--- config.mk ---
export PLATFORM = sky130hd
export DESIGN_NAME = compressed_code_record_matcher_unit_flat
export DESIGN_NICKNAME = d
export VERILOG_FILES = /design/src/rtl/core/ccrm_pkg.sv /design/src/rtl/core/ccrm_req_if.sv /design/src/rtl/core/ccrm_rsp_if.sv /design/src/rtl/core/compressed_code_record_matcher_unit.sv /design/src/flat_wrapper.sv
export SDC_FILE = /design/constraint.sdc
export NUM_CORES = 1
export LEC_CHECK = 0
export BUFFER_PORTS_ARGS = -buffer_cell sky130_fd_sc_hd__clkbuf_2
export CORE_MARGIN = 8
export CORE_UTILIZATION = 30
export DETAILED_ROUTE_END_ITERATION = 6
export GPL_TIMING_DRIVEN = 0
export PLACE_DENSITY_LB_ADDON = 0.08
export REMOVE_ABC_BUFFERS = 1
export SLEW_MARGIN = 20
export SYNTH_ARGS = -nofsm -noshare
export SYNTH_HDL_FRONTEND = slang
export SYNTH_SLANG_ARGS = --single-unit
--- constraint.sdc ---
create_clock -name clock -period 7.4 [get_ports clock]
set_clock_uncertainty 0.2 [all_clocks]
set_input_delay 1.11 -clock clock [delete_from_list [all_inputs] [get_ports clock]]
set_output_delay 1.11 -clock clock [all_outputs]
set_load 0.05 [all_outputs]
--- src/rtl/core/ccrm_pkg.sv ---
// Shared types and constants of the compressed code record matcher.
`default_nettype none

package ccrm_pkg;

   // Record geometry.
   localparam int MaxEntries = 16;
   localparam int StoreDepth = MaxEntries - 1;
   localparam int MinEntries = 3;

   // Field widths.
   localparam int ByteWidth = 8;
   localparam int CountWidth = 5;
   localparam int MagWidth = 60;
   localparam int SignWidth = 16;
   localparam int EntryWidth = 5;
   localparam int IndexWidth = 32;
   localparam int LastWidth = 9;
   localparam int CsrDataWidth = MagWidth;
   localparam int CsrIndexWidth = 2;

   // Reciprocal of 17 for an 8-bit dividend: floor(b / 17) = (b * 241) >> 12.
   localparam logic [15:0] Recip17 = 16'd241;
   localparam int Recip17Shift = 12;

   // Configuration register indexes.
   typedef enum logic [CsrIndexWidth-1:0] {
      CSR_NUM_CROSSINGS     = 2'd0,
      CSR_TARGET_MAGNITUDES = 2'd1,
      CSR_TARGET_SIGNS      = 2'd2
   } csr_index_type;

   // Parser phases, one-hot.
   typedef enum logic [3:0] {
      PH_HEADER = 4'b0001,
      PH_BODY   = 4'b0010,
      PH_SIGN1  = 4'b0100,
      PH_SIGN2  = 4'b1000
   } parse_phase_type;

   // Payload types.
   typedef logic [ByteWidth-1:0] data_byte_type;
   typedef logic [IndexWidth-1:0] record_index_type;
   typedef logic signed [LastWidth-1:0] last_entry_type;
   typedef logic [EntryWidth-1:0] entry_type;

endpackage : ccrm_pkg

`default_nettype wire

--- src/rtl/core/ccrm_req_if.sv ---
// Input byte channel of the compressed code record matcher.
`default_nettype none

interface ccrm_req_if;
   logic valid;
   logic ready;
   ccrm_pkg::data_byte_type data_byte;

   modport source (output valid, output data_byte, input ready);
   modport sink (input valid, input data_byte, output ready);
endinterface : ccrm_req_if

`default_nettype wire

--- src/rtl/core/ccrm_rsp_if.sv ---
// Result channel of the compressed code record matcher.
`default_nettype none

interface ccrm_rsp_if;
   logic valid;
   logic ready;
   ccrm_pkg::record_index_type record_index;
   ccrm_pkg::last_entry_type last_entry;

   modport source (output valid, output record_index, output last_entry, input ready);
   modport sink (input valid, input record_index, input last_entry, output ready);
endinterface : ccrm_rsp_if

`default_nettype wire

--- src/rtl/core/compressed_code_record_matcher_unit.sv ---
// Top level of the compressed code record matcher: parser, entry store and match logic.
`default_nettype none

// Usage:
// The req_chan sink takes one byte of the prefix-compressed record stream per
// transaction. Each record is a header byte, zero or more body bytes and two sign
// bytes. When the second sign byte completes a record whose entries and signs equal
// the configured target, one transaction leaves on rsp_chan with the one-based
// record number and the signed, doubled derived last entry.
// Throughput is one byte per cycle while req_chan.ready is high: the parser, the
// entry compares and the entry sum all settle combinationally from the registered
// record state. The result register is loaded at the edge that accepts the second
// sign byte and rsp_chan.valid is high in the following cycle.
// When the receiver stalls, the result waits in the output register; req_chan.ready
// stays high as long as that register is empty or is being emptied in the same cycle.
// The csr_ port writes num_crossings, target_magnitudes and target_signs; the user
// must write it only while the block is idle. The block itself does not enforce this.
// Synchronous active-high reset restores the register defaults, clears the entry
// store, the record counter and the parser, and drops any pending result.

module compressed_code_record_matcher_unit (
   input  wire logic clock,
   input  wire logic reset,
   ccrm_req_if.sink req_chan,
   ccrm_rsp_if.source rsp_chan,
   input  wire logic csr_write_enable,
   input  wire logic [ccrm_pkg::CsrIndexWidth-1:0] csr_index,
   input  wire logic [ccrm_pkg::CsrDataWidth-1:0] csr_write_data
);

   // Configuration registers.
   logic [ccrm_pkg::CountWidth-1:0] num_crossings_ff;
   logic [ccrm_pkg::MagWidth-1:0] target_magnitudes_ff;
   logic [ccrm_pkg::SignWidth-1:0] target_signs_ff;

   // Record state.
   ccrm_pkg::entry_type entry_store_ff [ccrm_pkg::StoreDepth];
   ccrm_pkg::entry_type entry_store_in [ccrm_pkg::StoreDepth];
   ccrm_pkg::parse_phase_type phase_ff, phase_in;
   logic [3:0] body_position_ff, body_position_in;
   ccrm_pkg::data_byte_type first_sign_byte_ff, first_sign_byte_in;
   ccrm_pkg::record_index_type record_counter_ff, record_counter_in;

   // Result register.
   logic rsp_valid_ff, rsp_valid_in;
   ccrm_pkg::record_index_type rsp_record_ff, rsp_record_in;
   ccrm_pkg::last_entry_type rsp_last_ff, rsp_last_in;

   // Datapath signals.
   logic req_ready;
   logic accept;
   ccrm_pkg::data_byte_type in_byte;
   logic [ccrm_pkg::CountWidth-1:0] count_n;
   logic [ccrm_pkg::CountWidth-1:0] count_n_m1;
   logic [15:0] kept_prod;
   logic [3:0] kept;
   logic [ccrm_pkg::CountWidth-1:0] offset;
   logic [ccrm_pkg::CountWidth-1:0] pos_ext;
   logic wr_hi;
   logic wr_lo;
   logic body_done;
   ccrm_pkg::entry_type hi_value;
   ccrm_pkg::entry_type lo_value;
   logic [ccrm_pkg::SignWidth-1:0] signs;
   logic [ccrm_pkg::SignWidth-1:0] sign_mask;
   logic [ccrm_pkg::CountWidth-1:0] sign_pos;
   logic last_positive;
   logic [ccrm_pkg::StoreDepth-1:0] entry_ok;
   logic record_match;
   ccrm_pkg::entry_type masked_entry [ccrm_pkg::StoreDepth];
   logic [6:0] group_sum [4];
   logic [7:0] entry_sum;
   logic [9:0] tri_prod;
   logic [7:0] tri_value;
   logic signed [9:0] last_value;
   logic signed [10:0] last_doubled;

   // Handshake: a byte is taken whenever the result register is free or draining.
   assign req_ready = !rsp_valid_ff || rsp_chan.ready;
   assign req_chan.ready = req_ready;
   assign accept = req_chan.valid && req_ready;
   assign in_byte = req_chan.data_byte;

   // Effective entry count, saturated to the supported range.
   always_comb begin
      if (num_crossings_ff < ccrm_pkg::CountWidth'(ccrm_pkg::MinEntries)) begin
         count_n = ccrm_pkg::CountWidth'(ccrm_pkg::MinEntries);
      end else if (num_crossings_ff > ccrm_pkg::CountWidth'(ccrm_pkg::MaxEntries)) begin
         count_n = ccrm_pkg::CountWidth'(ccrm_pkg::MaxEntries);
      end else begin
         count_n = num_crossings_ff;
      end
   end
   assign count_n_m1 = count_n - 5'd1;

   // Header decode: kept count is the header divided by 17.
   assign kept_prod = {8'd0, in_byte} * ccrm_pkg::Recip17;
   assign kept = kept_prod[15:ccrm_pkg::Recip17Shift];
   assign offset = ({1'b0, kept} > count_n_m1) ? 5'd0 : (count_n_m1 - {1'b0, kept});

   // Body decode: two nibble entries per byte, dropped past the derived entry.
   assign pos_ext = {1'b0, body_position_ff};
   assign wr_hi = (pos_ext + 5'd1) < count_n;
   assign wr_lo = (pos_ext + 5'd2) < count_n;
   assign body_done = ({1'b0, pos_ext} + 6'd3) >= {1'b0, count_n};
   assign hi_value = {1'b0, in_byte[7:4]} + 5'd1;
   assign lo_value = {1'b0, in_byte[3:0]} + 5'd1;

   // Parser next state.
   always_comb begin
      phase_in = phase_ff;
      body_position_in = body_position_ff;
      first_sign_byte_in = first_sign_byte_ff;
      record_counter_in = record_counter_ff;
      for (int i = 0; i < ccrm_pkg::StoreDepth; i++) begin
         entry_store_in[i] = entry_store_ff[i];
      end
      if (accept) begin
         unique case (phase_ff)
            ccrm_pkg::PH_HEADER: begin
               record_counter_in = record_counter_ff + 32'd1;
               if (offset == count_n_m1) begin
                  phase_in = ccrm_pkg::PH_SIGN1;
               end else begin
                  body_position_in = offset[3:0];
                  phase_in = ccrm_pkg::PH_BODY;
               end
            end
            ccrm_pkg::PH_BODY: begin
               for (int i = 0; i < ccrm_pkg::StoreDepth; i++) begin
                  if (wr_hi && (body_position_ff == 4'(i))) begin
                     entry_store_in[i] = hi_value;
                  end
                  if (wr_lo && ((pos_ext + 5'd1) == 5'(i))) begin
                     entry_store_in[i] = lo_value;
                  end
               end
               if (body_done) begin
                  phase_in = ccrm_pkg::PH_SIGN1;
                  body_position_in = 4'd0;
               end else begin
                  body_position_in = body_position_ff + 4'd2;
               end
            end
            ccrm_pkg::PH_SIGN1: begin
               first_sign_byte_in = in_byte;
               phase_in = ccrm_pkg::PH_SIGN2;
            end
            ccrm_pkg::PH_SIGN2: begin
               phase_in = ccrm_pkg::PH_HEADER;
            end
            default: begin
               phase_in = ccrm_pkg::PH_HEADER;
            end
         endcase
      end
   end

   // Sign word of the record and the mask of its first n bits.
   assign signs = {first_sign_byte_ff, in_byte};
   assign sign_mask = ~(16'hFFFF >> count_n);
   assign sign_pos = 5'd16 - count_n;
   assign last_positive = signs[sign_pos[3:0]];

   // Per-entry compare against the target and masking of unused entries.
   always_comb begin
      for (int i = 0; i < ccrm_pkg::StoreDepth; i++) begin
         if ((5'(i) + 5'd1) < count_n) begin
            entry_ok[i] = entry_store_ff[i] ==
                          ({1'b0, target_magnitudes_ff[4*i +: 4]} + 5'd1);
            masked_entry[i] = entry_store_ff[i];
         end else begin
            entry_ok[i] = 1'b1;
            masked_entry[i] = '0;
         end
      end
   end
   assign record_match = (&entry_ok) && ((signs & sign_mask) == (target_signs_ff & sign_mask));

   // Entry sum as a two-level tree of groups of up to four entries.
   always_comb begin
      for (int g = 0; g < 4; g++) begin
         group_sum[g] = '0;
         for (int k = 0; k < 4; k++) begin
            if ((4 * g + k) < ccrm_pkg::StoreDepth) begin
               group_sum[g] = group_sum[g] + {2'b0, masked_entry[4 * g + k]};
            end
         end
      end
   end
   assign entry_sum = {1'b0, group_sum[0]} + {1'b0, group_sum[1]} +
                      {1'b0, group_sum[2]} + {1'b0, group_sum[3]};

   // Derived last entry: triangular number minus the sum, doubled and signed.
   assign tri_prod = {5'd0, count_n} * ({5'd0, count_n} + 10'd1);
   assign tri_value = tri_prod[8:1];
   assign last_value = $signed({2'b0, tri_value}) - $signed({2'b0, entry_sum});
   assign last_doubled = last_positive ? $signed({last_value, 1'b0})
                                       : -$signed({last_value, 1'b0});

   // Result register next state.
   always_comb begin
      rsp_valid_in = rsp_valid_ff;
      rsp_record_in = rsp_record_ff;
      rsp_last_in = rsp_last_ff;
      if (rsp_chan.ready) begin
         rsp_valid_in = 1'b0;
      end
      if (accept && (phase_ff == ccrm_pkg::PH_SIGN2) && record_match) begin
         rsp_valid_in = 1'b1;
         rsp_record_in = record_counter_ff;
         rsp_last_in = last_doubled[ccrm_pkg::LastWidth-1:0];
      end
   end

   // Control and record state registers.
   always_ff @(posedge clock) begin
      if (reset) begin
         num_crossings_ff <= ccrm_pkg::CountWidth'(ccrm_pkg::MaxEntries);
         target_magnitudes_ff <= '0;
         target_signs_ff <= '0;
         phase_ff <= ccrm_pkg::PH_HEADER;
         body_position_ff <= '0;
         first_sign_byte_ff <= '0;
         record_counter_ff <= '0;
         rsp_valid_ff <= 1'b0;
         for (int i = 0; i < ccrm_pkg::StoreDepth; i++) begin
            entry_store_ff[i] <= '0;
         end
      end else begin
         if (csr_write_enable) begin
            unique case (csr_index)
               ccrm_pkg::CSR_NUM_CROSSINGS: begin
                  num_crossings_ff <= csr_write_data[ccrm_pkg::CountWidth-1:0];
               end
               ccrm_pkg::CSR_TARGET_MAGNITUDES: begin
                  target_magnitudes_ff <= csr_write_data[ccrm_pkg::MagWidth-1:0];
               end
               ccrm_pkg::CSR_TARGET_SIGNS: begin
                  target_signs_ff <= csr_write_data[ccrm_pkg::SignWidth-1:0];
               end
               default: begin
               end
            endcase
         end
         phase_ff <= phase_in;
         body_position_ff <= body_position_in;
         first_sign_byte_ff <= first_sign_byte_in;
         record_counter_ff <= record_counter_in;
         rsp_valid_ff <= rsp_valid_in;
         for (int i = 0; i < ccrm_pkg::StoreDepth; i++) begin
            entry_store_ff[i] <= entry_store_in[i];
         end
      end
   end

   // Result payload registers.
   always_ff @(posedge clock) begin
      rsp_record_ff <= rsp_record_in;
      rsp_last_ff <= rsp_last_in;
   end

   assign rsp_chan.valid = rsp_valid_ff;
   assign rsp_chan.record_index = rsp_record_ff;
   assign rsp_chan.last_entry = rsp_last_ff;

`ifndef SYNTHESIS
   // A matching second sign byte loads the result with the current record number.
   assert property (@(posedge clock) disable iff (reset)
      (accept && (phase_ff == ccrm_pkg::PH_SIGN2) && record_match) |=>
         (rsp_valid_ff && (rsp_record_ff == $past(record_counter_ff))))
      else $error("matched record did not load the result register");

   // A new result only appears as the parser returns to the header phase.
   assert property (@(posedge clock) disable iff (reset)
      $rose(rsp_valid_ff) |-> (phase_ff == ccrm_pkg::PH_HEADER))
      else $error("result appeared outside the end of a record");

   // Every accepted header byte counts exactly one record.
   assert property (@(posedge clock) disable iff (reset)
      (accept && (phase_ff == ccrm_pkg::PH_HEADER)) |=>
         (record_counter_ff == ($past(record_counter_ff) + 32'd1)))
      else $error("record counter did not advance on a header byte");
`endif

endmodule : compressed_code_record_matcher_unit

`default_nettype wire

--- src/flat_wrapper.sv ---
// flat-port wrapper written by rule: the top's interface ports become plain ports
module compressed_code_record_matcher_unit_flat 
  (clock, reset, csr_write_enable, csr_index, csr_write_data, req_chan_valid, req_chan_data_byte, req_chan_ready, rsp_chan_valid, rsp_chan_record_index, rsp_chan_last_entry, rsp_chan_ready);
  ccrm_req_if req_chan_i ();
  ccrm_rsp_if rsp_chan_i ();
  input  wire logic clock;
  input  wire logic reset;
  input  wire logic csr_write_enable;
  input  wire logic [ccrm_pkg::CsrIndexWidth-1:0] csr_index;
  input  wire logic [ccrm_pkg::CsrDataWidth-1:0] csr_write_data;
  input wire logic [$bits(req_chan_i.valid)-1:0] req_chan_valid;
  input wire logic [$bits(req_chan_i.data_byte)-1:0] req_chan_data_byte;
  output wire logic [$bits(req_chan_i.ready)-1:0] req_chan_ready;
  output wire logic [$bits(rsp_chan_i.valid)-1:0] rsp_chan_valid;
  output wire logic [$bits(rsp_chan_i.record_index)-1:0] rsp_chan_record_index;
  output wire logic [$bits(rsp_chan_i.last_entry)-1:0] rsp_chan_last_entry;
  input wire logic [$bits(rsp_chan_i.ready)-1:0] rsp_chan_ready;
  assign req_chan_i.valid = req_chan_valid;
  assign req_chan_i.data_byte = req_chan_data_byte;
  assign req_chan_ready = req_chan_i.ready;
  assign rsp_chan_valid = rsp_chan_i.valid;
  assign rsp_chan_record_index = rsp_chan_i.record_index;
  assign rsp_chan_last_entry = rsp_chan_i.last_entry;
  assign rsp_chan_i.ready = rsp_chan_ready;
  compressed_code_record_matcher_unit u_core (.clock(clock), .reset(reset), .req_chan(req_chan_i), .rsp_chan(rsp_chan_i), .csr_write_enable(csr_write_enable), .csr_index(csr_index), .csr_write_data(csr_write_data));
endmodule
**Word level (Yosys, flattened, before mapping)**

Memories as Yosys holds them, arrays and structs flattened.
Index checks and enable logic that the tools add are counted.
Widths: inputs -> output; s select.

- Bitwise operators: 18
- Reduce and logical (&&, ||, !) cells: 49
- Order comparisons: 22
- Add/subtract/negate cells: 42
- Shift-type cells: 1
- Eq/ne operators: 53
- Multipliers: 2
- Muxes and demuxes: 94

Operators by type and width:

| kind | count |
|---|---|
| $mux 5 | 63 |
| $mux 75 | 2 |
| $add 4x1->5 const B | 18 |
| $eq 5x5->1 | 16 |
| $add 7x5->7 | 7 |
| $lt 4x5->1 const A | 8 |
| $eq 5x4->1 const B | 7 |
| $logic_and 1x1->1 | 34 |
| $add 32x1->32 const B | 1 |
| $and 16x16->16 | 2 |
| $eq 4x4->1 const B | 8 |
| $add 5x5->6 | 4 |
| $mux 1 | 21 |
| $eq 4x3->1 const B | 5 |
| $eq 5x3->1 const B | 4 |
| $lt 3x5->1 const A | 4 |
| $add 8x7->8 | 2 |
| $eq 16x16->1 | 1 |
| $mul 8x8->16 const B | 1 |
| $not 16->16 | 1 |
| $shr 16x5->16 const A | 1 |
| $or 1x1->1 | 15 |
| $reduce_and 15->1 | 1 |
| $eq 4x2->1 const B | 3 |
| other kinds (39) | 52 |

- Memories: 1
- Register bits after elaboration: 171
- Bits of input ports: 75
- RAM bits: 75
- Output and inout port bits: 43
- Word-level logic and storage cells: 293

Memory list:

| memory | depth | width | rd ports | clocked after memory_dff | wr ports | line | RTL |
|---|---|---|---|---|---|---|---|
| u_core.entry_store_ff | 15 | 5 | 15 | 0 | 15 | compressed_code_record_matcher_unit.sv:37 | `ccrm_pkg::entry_type entry_store_ff [ccrm_pkg::StoreDepth];` |

**Logic depth before layout (Yosys ltp)**

- Word-level depth: 14
- Gate-level depth with buffers: 31

**Worst setup path before layout**

OpenSTA, ideal clock, no wires.

- Path kind: register to register
- Start: register u_core.num_crossings_ff[4] in the netlist's numbering
- End: register u_core.rsp_last_ff[8] (netlist: u_core.rsp_chan.last_entry[8]) (data pin)
- Stages on the path, launching flop included: 27
- Arrival time: 6.290 ns
- Setup slack: 0.650 ns
- Period minus slack after synthesis: 6.750 ns
- Path through: dfxtp_1 -> buf_2 -> or2_2 -> clkbuf_1 -> a31oi_1 -> nor2b_1 -> ha_1 -> inv_1 -> fa_1 -> fa_1 -> inv_1 -> ha_1 -> fa_1 -> xnor2_1 -> fa_1 -> fa_1 -> inv_1 -> fa_1 -> inv_1 -> ha_1 -> o21ai_0 -> nand2b_1 -> a21o_1 -> a21oi_1 -> xor2_1 -> a31oi_1 -> xnor2_1

- Cells in the longest elaborated chain, start to end: 14
- Elaborated cells on any way between the ends: 56
- Classes of those cells: add/sub (18); mul (1); order compare (17); mux (20)

RTL lines:

| what | line | RTL |
|---|---|---|
| start: declaration | compressed_code_record_matcher_unit.sv:32 | `logic [ccrm_pkg::CountWidth-1:0] num_crossings_ff;` |
| start signal: assignment | compressed_code_record_matcher_unit.sv:219 | `num_crossings_ff <= ccrm_pkg::CountWidth'(ccrm_pkg::MaxEntries);` |
| start signal: assignment | compressed_code_record_matcher_unit.sv:234 | `num_crossings_ff <= csr_write_data[ccrm_pkg::CountWidth-1:0];` |
| $gt 5x5->1 | compressed_code_record_matcher_unit.sv:88 | `end else if (num_crossings_ff > ccrm_pkg::CountWidth'(ccrm_pkg::MaxEntries)) begin` |
| $mux 5 | compressed_code_record_matcher_unit.sv:88 |  |
| $mux 5 (*) | compressed_code_record_matcher_unit.sv:86 | `if (num_crossings_ff < ccrm_pkg::CountWidth'(ccrm_pkg::MinEntries)) begin` |
| $lt 1x5->1, or another cell as far along | compressed_code_record_matcher_unit.sv:168 | `if ((5'(i) + 5'd1) < count_n) begin` |
| $mux 5 | compressed_code_record_matcher_unit.sv:168 |  |
| $add 5x5->6 | compressed_code_record_matcher_unit.sv:186 | `group_sum[g] = group_sum[g] + {2'b0, masked_entry[4 * g + k]};` |
| $add 7x5->7 (2 in series) | compressed_code_record_matcher_unit.sv:186 |  |
| $add 7x7->8 | compressed_code_record_matcher_unit.sv:191 | `assign entry_sum = {1'b0, group_sum[0]} + {1'b0, group_sum[1]} +` |
| $add 8x7->8 | compressed_code_record_matcher_unit.sv:191 |  |
| $add 8x7->8 | compressed_code_record_matcher_unit.sv:192 | `{1'b0, group_sum[2]} + {1'b0, group_sum[3]};` |
| $sub 8x8->8 | compressed_code_record_matcher_unit.sv:197 | `assign last_value = $signed({2'b0, tri_value}) - $signed({2'b0, entry_sum});` |
| $neg 9->9 | compressed_code_record_matcher_unit.sv:199 | `: -$signed({last_value, 1'b0});` |
| $mux 9 (*) | compressed_code_record_matcher_unit.sv:198 | `assign last_doubled = last_positive ? $signed({last_value, 1'b0})` |
| named net u_core.last_doubled[8] | compressed_code_record_matcher_unit.sv:76 | `logic signed [10:0] last_doubled;` |
| end signal: assignment | compressed_code_record_matcher_unit.sv:260 | `rsp_last_ff <= rsp_last_in;` |
| end: declaration | compressed_code_record_matcher_unit.sv:47 | `ccrm_pkg::last_entry_type rsp_last_ff, rsp_last_in;` |

Mark *: on every way through the listed nets, which the timed path passes. The rest lies on a longest branch. The select of a mux whose other input is x is not followed.
A chain may end at the register's enable or synchronous reset.

**Worst setup path after layout**

- Start: register u_core.num_crossings_ff[0] in the netlist's numbering
- End: register u_core.rsp_last_ff[8] (netlist: u_core.rsp_chan.last_entry[8]) (data pin)

The elaborated chain is that of the path after synthesis.

==> flow_summary.ini <==
[sta]
fin_ws_ns = 0.328
period_minus_slack_ns = 7.07
slew_headroom = 0.319
finalMaxSlewViolations = 0
max_slew.worst_pin.slew_ns = 1.02
post-route-period-util = 0.956
setup_viol = 0
fmax_mhz = 141
final_hold_viol_count = 0

[logic_synthesis]
synthCells = 1981
yosysTopAreaCell = dfxtp_1
ys_seq_area_frac = 0.300
synth_flop_cell = dfxtp_1
ys_types = 75
synth-edff-count = 40
synth.most_common_cell = nand2_1
avgSynthCellArea_um2 = 8.93
yosysWarnings = 0
synthTopCellsByArea = dfxtp_1, ha_1, fa_1, mux2i_1, edfxtp_1
synth_top_area_frac = 0.232
ys_top_cells_by_count = nand2_1, dfxtp_1, nor2_1
netlist_area_um2 = 17700
ys_seq_elements = 245
async_reset_ff_frac = 0

[flow_run]
cap_violations = 0

[finish]
finalNetCount = 2373
drive_gt1_frac = 0.130
area_growth_pct = 15.2
fillers = 6111

[worst_setup_path]
cp_slowest_cell = dfxtp_2
worstPathArrival_ns = 7.21
worstSetupStartpointType = flop
crit_fanout = 9
cp_slowest_stage_delay_ns = 0.60
cp_data_required_time_ns = 7.54
cp_common_cell = fa_1
endpoint_kind = flop
critPathKind = flop to flop

[min_path]
hp-class = flop to flop

[global_routing]
grtUsageMet1 = 0.218
busiest_layer = met2
grt_first_pass_wirelength_um = 84500
antenna_found_initial = 2
groute.layer.met2.usage = 0.265
grtUsageTotal = 0.159
grt-ovfl-total = 0
grt_max_degree = 102
grt_pass1_vias = 14300
grt.met3_usage = 0.0186

[routing]
drt-initial-drc-count = 735
drtPass1Iterations = 5
wirelength_um = 53700
ant_nets = 0
num_vias = 14000
wire_per_inst_um = 18.7
drc = 0
avgViaCountPerCell = 4.86

[status]
status = complete, no violations

[floorplan]
floorplan.die.height_um = 259
rows = 89
io_pins = 118
core_um2 = 58700
initial_utilization = 0.301
die_w_um = 259
dieArea_um2 = 67000

[placement]
place_ws_ns = -0.606
gp_congestion = 0.833
portBuffers = 116
dp_hpwl_um = 41400

[power_and_ir_drop]
leakagePower_nw = 8.94
peakVddDrop_mv = 0.153
fin_total_pwr_mw = 3.94
power-per-cell-area_nw_per_um2 = 193

[cts]
cts-root-buf = clkbuf_16
cts_num_sinks = 245
path_clk_slew_ns = 0.06
cts_tree = done
clock_path_buffers = 3
h-tree-depth = 1
clock_latency_ns = 0.59
numCtsBuffers = 31
hold_buffers = 0
-- layer usage --
metal,vias up,wire [µm]
met5,-,0
met4,0,1050
met3,68,1870
met2,222,24800
met1,6747,26000
li1,6937,-
-- worst max-delay path, delay by kind of cell, from the launching register on --
| family | cells | cell delay (ns) |
|---|---|---|
| compound gates | 6 | 1.10 |
| xor+xnor | 3 | 0.51 |
| simple gates | 4 | 0.68 |
| buf+inv | 4 | 0.20 |
| fa+ha+maj | 9 | 3.51 |
| flops | 1 | 0.60 |
-- power by group --
| group | internal, mW | switching, mW |
|---|---|---|
| registers | 1.39 | 0.0522 |
| logic | 0.399 | 0.570 |
| clock network | 0.910 | 0.626 |
| total | 2.69 | 1.25 |
-- timing repair --
action,CTS,global route
resized for setup,6,13
setup buffers,0,11
pin swaps,0,1
endpoints found under the setup margin,6,6
-- flip-flops by register name (all words and copies together) (netlist names) --
name / cells
u_core.entry_store_ff: 75
u_core.record_counter_ff: 32
u_core.target_magnitudes_ff: 60
u_core.phase_ff: 4
u_core.rsp_chan.valid: 1
u_core.rsp_chan.record_index: 32
u_core.body_position_ff: 4
u_core.num_crossings_ff: 5
u_core.target_signs_ff: 16
u_core.first_sign_byte_ff: 8
u_core.rsp_chan.last_entry: 8
-- final timing paths --
check                                                  from                                         end  slack, ns  depth (start not counted)
setup / recovery    u_core.num_crossings_ff[0]$_SDFFE_PP0P_     u_core.rsp_chan.last_entry[8]$_DFFE_PP_       0.33                         26
setup reg to reg    u_core.num_crossings_ff[0]$_SDFFE_PP0P_     u_core.rsp_chan.last_entry[8]$_DFFE_PP_       0.33                         26
hold / removal    u_core.record_counter_ff[31]$_SDFFE_PP0P_  u_core.rsp_chan.record_index[31]$_DFFE_PP_       0.26                          0
hold reg to reg   u_core.record_counter_ff[31]$_SDFFE_PP0P_  u_core.rsp_chan.record_index[31]$_DFFE_PP_       0.26                          0
-- layout make-up --
type | count | area, µm² | area share
antenna | 2 | 5.00 | 0.000246
sequential | 245 | 5320 | 0.261
multi-input combinational | 1518 | 11600 | 0.571
timing repair buffer | 140 | 890 | 0.0437
tap | 773 | 967 | 0.0475
clock inverter | 14 | 140 | 0.00688
inverter | 140 | 529 | 0.0260
clock buffer | 44 | 895 | 0.0439
-- metrics by stage --
step                cell area (µm²)  utilization  cells  setup TNS (ns)  hold slack (ns)
floorplan                     17400            -   1903               0            0.228
global placement              18900        0.322   2792           -5.98            0.244
detailed placement            19200        0.327   2805           -3.57            0.247
CTS                           20200        0.345   2863               0            0.265
global route                  20400        0.347   2874        -0.00567            0.286
finish                        20400        0.347   2876               0            0.256
-- cells in the final DEF (no fill, tap or decap), types with 9 or more instances in the layout --
| cell type | n |
|---|---|
| a21oi_1 | 134 |
| nor3_1 | 19 |
| a31oi_1 | 12 |
| nor2b_1 | 46 |
| and3_1 | 13 |
| fa_1 | 70 |
| or2_2 | 10 |
| edfxtp_1 | 40 |
| a21o_1 | 22 |
| nor2_1 | 169 |
| nand4_1 | 17 |
| nand3b_1 | 12 |
| clkinv_2 | 9 |
| o21a_1 | 11 |
| nand4_2 | 15 |
| o211ai_1 | 9 |
| nand2_1 | 248 |
| xor2_1 | 76 |
| dfxtp_1 | 200 |
| a211oi_1 | 16 |
| inv_1 | 136 |
| buf_4 | 10 |
| and2_1 | 18 |
| ha_1 | 151 |
| xnor2_1 | 99 |
| or3_1 | 9 |
| nand2b_1 | 13 |
| clkbuf_16 | 31 |
| o21ai_0 | 40 |
| nand3_1 | 39 |
| clkbuf_2 | 114 |
| o22ai_2 | 12 |
| mux2i_1 | 126 |
-- logic make-up (layout without fill, tap and decap cells) --
family | count (synthesis) | count (layout) | share of synthesized area
multiplexers | 137 | 137 | 0.0815
adder cells (fa/ha/maj) | 222 | 222 | 0.187
buffers and inverters | 221 | 338 | 0.0478
other | 1 | 6 | 0.000212
AO/OA/AOI/OAI | 313 | 313 | 0.113
XOR/XNOR | 179 | 179 | 0.0887
AND/OR/NAND/NOR | 663 | 663 | 0.182
flip-flops | 245 | 245 | 0.300
Note: power is estimated with default switching activity, not from simulation.
